===== src/hdl/sync_header_xor_frame_receiver_defines.svh =====
// Assertion macros for the sync-header frame receiver.
`ifndef SYNC_HEADER_XOR_FRAME_RECEIVER_DEFINES_SVH
`define SYNC_HEADER_XOR_FRAME_RECEIVER_DEFINES_SVH

// Checked on every rising edge outside reset.
`define SHXFR_ASSERT(lbl, prop, msg) \
  lbl: assert property (@(posedge clk) disable iff (!rst_n) prop) else $error(msg);

// Checked on every rising edge, reset included.
`define SHXFR_ASSERT_ALWAYS(lbl, prop, msg) \
  lbl: assert property (@(posedge clk) prop) else $error(msg);

`endif


===== src/hdl/shxfr_pkg.sv =====
// Types and constants for the sync-header frame receiver.
package shxfr_pkg;

  typedef enum logic [2:0] {
    PH_HDR1   = 3'd0,
    PH_HDR2   = 3'd1,
    PH_CMD    = 3'd2,
    PH_ADDR_L = 3'd3,
    PH_ADDR_H = 3'd4,
    PH_LEN    = 3'd5,
    PH_DATA   = 3'd6,
    PH_XOR    = 3'd7
  } phase_t;

  typedef enum logic [1:0] {
    KIND_DATA = 2'd0,
    KIND_DONE = 2'd1,
    KIND_DROP = 2'd2
  } kind_t;

  typedef enum logic [1:0] {
    ST_OK      = 2'd0,
    ST_BAD_SUM = 2'd1,
    ST_BAD_CMD = 2'd2
  } status_t;

  typedef enum logic [1:0] {
    REG_SYNC_FIRST  = 2'd0,
    REG_SYNC_SECOND = 2'd1,
    REG_MAX_LEN     = 2'd2
  } reg_idx_t;

  localparam logic [7:0] CMD_RD      = 8'h03;
  localparam logic [7:0] CMD_WR_ONE  = 8'h06;
  localparam logic [7:0] CMD_WR_MANY = 8'h10;

  localparam logic [7:0] SYNC_FIRST_RST  = 8'hAA;
  localparam logic [7:0] SYNC_SECOND_RST = 8'h55;
  localparam logic [7:0] MAX_LEN_RST     = 8'd249;

  function automatic logic is_write_cmd(input logic [7:0] c);
    return (c == CMD_WR_ONE) || (c == CMD_WR_MANY);
  endfunction

endpackage


===== src/hdl/sync_header_xor_frame_receiver.sv =====
// Sync-header frame receiver: header hunt, frame parse, XOR check, result register.
// A result appears on out_* in the cycle after the word that causes it is accepted.
// Throughput: one word per cycle; in_stall rises only while a held result is stalled.
// Frame state and the result register update in the same cycle as input acceptance.
// Reset (rst_n low, synchronous): hunt for the first header byte, frame registers zero,
// configuration back to 0xAA / 0x55 / 249, output empty.
`include "sync_header_xor_frame_receiver_defines.svh"

module sync_header_xor_frame_receiver (
  input  logic        clk,
  input  logic        rst_n,
  input  logic        in_valid,
  output logic        in_stall,
  input  logic [7:0]  in_rx_byte,
  output logic        out_valid,
  input  logic        out_stall,
  output logic [1:0]  out_kind,
  output logic [7:0]  out_data_byte,
  output logic [7:0]  out_data_index,
  output logic [7:0]  out_command,
  output logic [15:0] out_address,
  output logic [7:0]  out_count,
  output logic [1:0]  out_status,
  input  logic        cfg_valid,
  output logic        cfg_ready,
  input  logic [1:0]  cfg_index,
  input  logic [7:0]  cfg_data
);

  shxfr_pkg::phase_t phase_r, phase_nxt;
  logic [7:0]  cmd_r, cmd_nxt;
  logic [15:0] addr_r, addr_nxt;
  logic [7:0]  len_r, len_nxt;
  logic [7:0]  dcnt_r, dcnt_nxt;
  logic [7:0]  xor_r, xor_nxt;

  logic [7:0]  sync_first_r, sync_second_r, max_len_r;

  logic        out_valid_r;
  logic [1:0]  out_kind_r;
  logic [7:0]  out_data_byte_r, out_data_index_r, out_command_r, out_count_r;
  logic [15:0] out_address_r;
  logic [1:0]  out_status_r;

  logic        in_acc;
  logic        res_valid;
  shxfr_pkg::kind_t   res_kind;
  shxfr_pkg::status_t res_status;
  logic [7:0]  res_data_byte, res_data_index;
  logic [7:0]  b;
  logic [8:0]  dcnt_inc;

  assign b         = in_rx_byte;
  assign in_stall  = out_valid_r && out_stall;
  assign in_acc    = in_valid && !in_stall;
  assign cfg_ready = 1'b1;
  assign dcnt_inc  = {1'b0, dcnt_r} + 9'd1;

  // Next frame state
  always_comb begin
    phase_nxt = phase_r;
    cmd_nxt   = cmd_r;
    addr_nxt  = addr_r;
    len_nxt   = len_r;
    dcnt_nxt  = dcnt_r;
    xor_nxt   = xor_r;
    unique case (phase_r)
      shxfr_pkg::PH_HDR1: begin
        if (b == sync_first_r) begin
          xor_nxt   = b;
          phase_nxt = shxfr_pkg::PH_HDR2;
        end
      end
      shxfr_pkg::PH_HDR2: begin
        if (b == sync_second_r) begin
          xor_nxt   = xor_r ^ b;
          phase_nxt = shxfr_pkg::PH_CMD;
        end else begin
          phase_nxt = shxfr_pkg::PH_HDR1;
        end
      end
      shxfr_pkg::PH_CMD: begin
        cmd_nxt   = b;
        xor_nxt   = xor_r ^ b;
        phase_nxt = shxfr_pkg::PH_ADDR_L;
      end
      shxfr_pkg::PH_ADDR_L: begin
        addr_nxt  = {addr_r[15:8], b};
        xor_nxt   = xor_r ^ b;
        phase_nxt = shxfr_pkg::PH_ADDR_H;
      end
      shxfr_pkg::PH_ADDR_H: begin
        addr_nxt  = {b, addr_r[7:0]};
        xor_nxt   = xor_r ^ b;
        phase_nxt = shxfr_pkg::PH_LEN;
      end
      shxfr_pkg::PH_LEN: begin
        len_nxt  = b;
        xor_nxt  = xor_r ^ b;
        dcnt_nxt = '0;
        if (b > max_len_r) begin
          phase_nxt = shxfr_pkg::PH_HDR1;
        end else if (shxfr_pkg::is_write_cmd(cmd_r) && (b != 8'd0)) begin
          phase_nxt = shxfr_pkg::PH_DATA;
        end else begin
          phase_nxt = shxfr_pkg::PH_XOR;
        end
      end
      shxfr_pkg::PH_DATA: begin
        xor_nxt  = xor_r ^ b;
        dcnt_nxt = dcnt_inc[7:0];
        if (dcnt_inc >= {1'b0, len_r}) begin
          phase_nxt = shxfr_pkg::PH_XOR;
        end
      end
      shxfr_pkg::PH_XOR: begin
        phase_nxt = shxfr_pkg::PH_HDR1;
      end
      default: phase_nxt = shxfr_pkg::PH_HDR1;
    endcase
  end

  // Result for the current word
  always_comb begin
    res_valid      = 1'b0;
    res_kind       = shxfr_pkg::KIND_DATA;
    res_status     = shxfr_pkg::ST_OK;
    res_data_byte  = '0;
    res_data_index = '0;
    unique case (phase_r)
      shxfr_pkg::PH_LEN: begin
        if (b > max_len_r) begin
          res_valid = 1'b1;
          res_kind  = shxfr_pkg::KIND_DROP;
        end
      end
      shxfr_pkg::PH_DATA: begin
        res_valid      = 1'b1;
        res_kind       = shxfr_pkg::KIND_DATA;
        res_data_byte  = b;
        res_data_index = dcnt_r;
      end
      shxfr_pkg::PH_XOR: begin
        res_valid = 1'b1;
        res_kind  = shxfr_pkg::KIND_DONE;
        // checksum wins over command check
        if (b != xor_r) begin
          res_status = shxfr_pkg::ST_BAD_SUM;
        end else if ((cmd_r == shxfr_pkg::CMD_RD) || shxfr_pkg::is_write_cmd(cmd_r)) begin
          res_status = shxfr_pkg::ST_OK;
        end else begin
          res_status = shxfr_pkg::ST_BAD_CMD;
        end
      end
      default: res_valid = 1'b0;
    endcase
  end

  always_ff @(posedge clk) begin
    if (!rst_n) begin
      phase_r <= shxfr_pkg::PH_HDR1;
      cmd_r   <= '0;
      addr_r  <= '0;
      len_r   <= '0;
      dcnt_r  <= '0;
      xor_r   <= '0;
    end else if (in_acc) begin
      phase_r <= phase_nxt;
      cmd_r   <= cmd_nxt;
      addr_r  <= addr_nxt;
      len_r   <= len_nxt;
      dcnt_r  <= dcnt_nxt;
      xor_r   <= xor_nxt;
    end
  end

  always_ff @(posedge clk) begin
    if (!rst_n) begin
      sync_first_r  <= shxfr_pkg::SYNC_FIRST_RST;
      sync_second_r <= shxfr_pkg::SYNC_SECOND_RST;
      max_len_r     <= shxfr_pkg::MAX_LEN_RST;
    end else if (cfg_valid && cfg_ready) begin
      unique case (cfg_index)
        shxfr_pkg::REG_SYNC_FIRST:  sync_first_r  <= cfg_data;
        shxfr_pkg::REG_SYNC_SECOND: sync_second_r <= cfg_data;
        shxfr_pkg::REG_MAX_LEN:     max_len_r     <= cfg_data;
        default: ;
      endcase
    end
  end

  always_ff @(posedge clk) begin
    if (!rst_n) begin
      out_valid_r <= 1'b0;
    end else if (in_acc) begin
      out_valid_r <= res_valid;
    end else if (!out_stall) begin
      out_valid_r <= 1'b0;
    end
  end

  // payload loads only with a new result, so a stalled word holds
  always_ff @(posedge clk) begin
    if (in_acc && res_valid) begin
      out_kind_r       <= res_kind;
      out_data_byte_r  <= res_data_byte;
      out_data_index_r <= res_data_index;
      out_command_r    <= cmd_nxt;
      out_address_r    <= addr_nxt;
      out_count_r      <= len_nxt;
      out_status_r     <= res_status;
    end
  end

  assign out_valid      = out_valid_r;
  assign out_kind       = out_kind_r;
  assign out_data_byte  = out_data_byte_r;
  assign out_data_index = out_data_index_r;
  assign out_command    = out_command_r;
  assign out_address    = out_address_r;
  assign out_count      = out_count_r;
  assign out_status     = out_status_r;

  `SHXFR_ASSERT_ALWAYS(a_no_stall_when_empty, !out_valid_r |-> !in_stall, "input stalled with empty output")
  `SHXFR_ASSERT(a_data_status_zero, (out_valid_r && out_kind_r == shxfr_pkg::KIND_DATA) |-> (out_status_r == shxfr_pkg::ST_OK), "data word carries nonzero status")
  `SHXFR_ASSERT(a_data_index_in_range, (out_valid_r && out_kind_r == shxfr_pkg::KIND_DATA) |-> (out_data_index_r < out_count_r), "data index beyond length")
  `SHXFR_ASSERT(a_frame_end_hunts, (in_acc && res_valid && res_kind != shxfr_pkg::KIND_DATA) |=> (phase_r == shxfr_pkg::PH_HDR1), "frame end did not return to hunt")

endmodule


===== config.mk =====
export PLATFORM = sky130hd
export DESIGN_NAME = sync_header_xor_frame_receiver
export DESIGN_NICKNAME = d
export VERILOG_FILES = /design/src/hdl/shxfr_pkg.sv /design/src/hdl/sync_header_xor_frame_receiver.sv
export VERILOG_INCLUDE_DIRS = /design/src /design/src/hdl
export SDC_FILE = /design/constraint.sdc
export NUM_CORES = 1
export LEC_CHECK = 0
export BUFFER_PORTS_ARGS = -buffer_cell sky130_fd_sc_hd__buf_4
export CORE_ASPECT_RATIO = 0.7
export CORE_MARGIN = 4
export CORE_UTILIZATION = 50
export CTS_CLUSTER_SIZE = 14
export DETAILED_ROUTE_END_ITERATION = 12
export PLACE_DENSITY = 0.71
export SLEW_MARGIN = 20
export SYNTH_ARGS = -nofsm -noshare
export SYNTH_HDL_FRONTEND = slang
export SYNTH_SLANG_ARGS = --single-unit

===== constraint.sdc =====
create_clock -name clk -period 5.2 [get_ports clk]
set_input_delay 0 -clock clk [delete_from_list [all_inputs] [get_ports clk]]
set_output_delay 0 -clock clk [all_outputs]
set_load 0.03 [all_outputs]

==> impl_metrics.json <==
{
  "finalHoldViolCount": 0,
  "arrival_ps": 2880,
  "setup_viol": 0,
  "path_class": "input pin to flop",
  "synth_top_area_share": 0.2623,
  "syn_inst": 586,
  "worstReg2RegStart": "max_len_r[1]$_SDFFE_PN0P_",
  "drtIter0Drc": 481,
  "r2r_slack_ps": 2390,
  "hold_buffers": 23,
  "die_area_um2": 13740,
  "ys_seq_area_frac": 0.5179,
  "insertion_delay_ps": 410,
  "synthArstFlopShare": 0,
  "fin_crit_sh": 0.5423,
  "maxCapViolations": 0,
  "holdPathEnd": "xor_r[2]$_SDFFE_PN0P_",
  "powerDensity_nw_per_um2": 344.3,
  "grt_pass1_wl_um": 23690,
  "synth_nets": 626,
  "slew_viol_final": 0,
  "num-nets-final": 709,
  "grt_max_degree": 54,
  "yosysUniqueCellTypes": 50,
  "hold_path.startpoint": "in_rx_byte[2]",
  "cts_root_buf": "clkbuf_16",
  "grt_antenna_before_repair": 0,
  "die_h_um": 99.30,
  "synth-edff-count": 52,
  "worstSetupEndpointType": "flop",
  "post_cts_buffers": 0,
  "clk_path_buf_depth": 2,
  "share_comb_of_total_power": 0.086,
  "track_usage": 0.2169,
  "p_int_mw": 1.984,
  "leakage_nw": 2.950,
  "timing.setup.tns_ps": 0,
  "path_clk_slew_ps": 50,
  "boundaryPins": 78,
  "ff2ff_path_depth": 9,
  "die_w_um": 138.4,
  "ys_warn_count": 0,
  "required_ps": 5260,
  "clockPowerShare": 0.486,
  "wire_per_inst_um": 17.40,
  "worstPathMaxFanout": 30,
  "r2r_end": "out_address[4]$_DFFE_PP_",
  "cts_max_level": 4,
  "holdPathStages": 3,
  "yosysTopAreaCell": "edfxtp_1",
  "seqPwrFrac": 0.428,
  "ant_nets": 0,
  "rsz0062_at_grt": "no",
  "antenna_cells": 0,
  "p_sw_frac": 0.2244,
  "peakVddDrop_mv": 0.2140,
  "cts_buffers": 17,
  "overflow": 0,
  "tightest_slew_ps": 1021,
  "vias_per_cell": 5.554,
  "port_buffers": 76,
  "initial_utilization": 0.5095,
  "netSwitchingPower_uw": 574.1,
  "drtPass1Iterations": 5,
  "status": "complete, no violations",
  "hold_path_class": "input pin to flop",
  "cts_sinks": 128,
  "dp_slack_ps": 2378,
  "syn_area_per_cell_um2": 10.16,
  "relSlewSlack": 0.3185,
  "postLayoutSetupSlackWorst_ps": 2380,
  "synth_area_leaders": "edfxtp_1 26%, dfxtp_1 26%, mux2_2 5.7%",
  "cts_resized": 0,
  "grt_pass1_vias": 4547,
  "cts_tree": "built",
  "max_freq_mhz": 354.6,
  "layout-drive-gt1-share": 0.2126,
  "coreArea_um2": 11690,
  "drc": 0,
  "nFillCells": 922,
  "yosys-top-cells-count": "76 x dfxtp_1, 61 x nor2_1, 58 x nand2_1, 52 x edfxtp_1",
  "ys_ff_latch": 128,
  "min_period_ps": 2820,
  "gp_congestion": 0.8781,
  "fin_skew_ps": 9.378,
  "vias": 4660,
  "rows": 33,
  "synth_most_common_cell": "dfxtp_1",
  "area_growth_pct": 24.80,
  "ys.flop_type": "dfxtp_1",
  "hpwl_um": 9177,
  "netlist_area_um2": 5953,
  "drt-total-wl_um": 14600,
  "startpoint_type": "input pin"
}
[layer usage]
| metal | vias to the layer above | track usage | routed length (µm) |
|---|---|---|---|
| li1 | 2226 | - | - |
| met4 | 0 | 0.07062 | 242 |
| met1 | 2234 | 0.2975 | 6698 |
| met3 | 29 | 0.04950 | 941 |
| met5 | - | 0 | 0 |
| met2 | 171 | 0.3445 | 6717 |
[power groups by stage]
stage          clock (mW)  combinational (mW)  sequential (mW)
2_1_floorplan           0               0.156             1.10
3_3_place_gp            0               0.197             1.11
3_5_place_dp            0               0.202             1.11
4_1_cts              1.26               0.218             1.09
5_1_grt              1.31               0.244             1.10
6_report             1.24               0.221             1.09
[metrics by stage]
step	util	cell area [µm²]	power, mW	hold WS [ps]	std cells
4_1_cts	0.6356	7427	2.567	1.689	839
3_3_place_gp	0.5628	6576	1.308	239.4	784
5_1_grt	0.6358	7430	2.647	24.92	839
2_1_floorplan	-	5953	1.260	124.2	586
6_report	0.6358	7430	2.558	10.84	839
3_5_place_dp	0.5628	6576	1.316	247.9	784
[layout by cell type (no fill, tap or decap), drive strengths merged, types with 10 or more instances in the layout]
cell and count:
a21oi 30, and3 22, buf 80, clkbuf 21, dfxtp 76, dlygate4sd3 23, edfxtp 52, ha 17
inv 19, mux2 30, mux2i 17, nand2 58, nand2b 10, nand3 15, nand3b 12, nor2 61
nor3 19, o21ai 10, xor2 22
[state kept, by name, indices dropped and copies added (netlist names)]
signal,cells
out_address,16
phase_r,3
sync_first_r,8
out_status,2
out_data_byte,8
out_count,8
out_valid,1
xor_r,8
sync_second_r,8
dcnt_r,8
addr_r,16
out_kind,2
out_command,8
out_data_index,8
len_r,8
cmd_r,8
max_len_r,8
[worst max-delay path, cell delays in order]
cell and delay [ps]:
dlygate4sd3_1 540, buf_4 210, ha_1 350, nand4_1 170, a21oi_1 180, o22a_1 270
a21oi_1 150, nor2_4 500, buf_4 490
[cell families after synthesis]
| logic type | after synthesis | share of synthesized area |
|---|---|---|
| and+or+nand+nor | 232 | 0.1963 |
| DFF | 128 | 0.5179 |
| AOI/OAI and AO/OA | 73 | 0.07671 |
| buffers and inverters | 57 | 0.04182 |
| muxes | 47 | 0.08533 |
| xor gates and xnor gates | 31 | 0.04561 |
| adders and majority gates | 17 | 0.03573 |
| other | 1 | 0.0006299 |
[worst max-delay path by stage]
| stage | to | slack, ps | depth (start not counted) | from |
|---|---|---|---|---|
| after floorplan | out_address[0]$_DFFE_PP_ | 1240 | 6 | out_valid$_SDFFE_PN0P_ |
| after global routing | out_command[3]$_DFFE_PP_ | 2200 | 9 | max_len_r[1]$_SDFFE_PN0P_ |
| after CTS | out_address[8]$_DFFE_PP_ | 2360 | 9 | max_len_r[1]$_SDFFE_PN0P_ |
| after global placement | out_address[11]$_DFFE_PP_ | 2500 | 9 | max_len_r[1]$_SDFFE_PN0P_ |
| final | out_address[4]$_DFFE_PP_ | 2380 | 9 | in_rx_byte[7] |
| after detailed placement | out_address[4]$_DFFE_PP_ | 2380 | 9 | max_len_r[1]$_SDFFE_PN0P_ |
[cell type report]
| type | instances | area [µm²] | area share |
|---|---|---|---|
| inverters | 18 | 67.56 | 0.009094 |
| multi-input cells | 401 | 2631 | 0.3542 |
| flip-flops and latches | 128 | 3083 | 0.4150 |
| repair buffers | 103 | 830.8 | 0.1118 |
| well taps | 157 | 196.4 | 0.02644 |
| clock buffers | 21 | 460.4 | 0.06197 |
| clock inverters | 11 | 160.2 | 0.02156 |
Note: power is estimated with default switching activity, not from simulation.
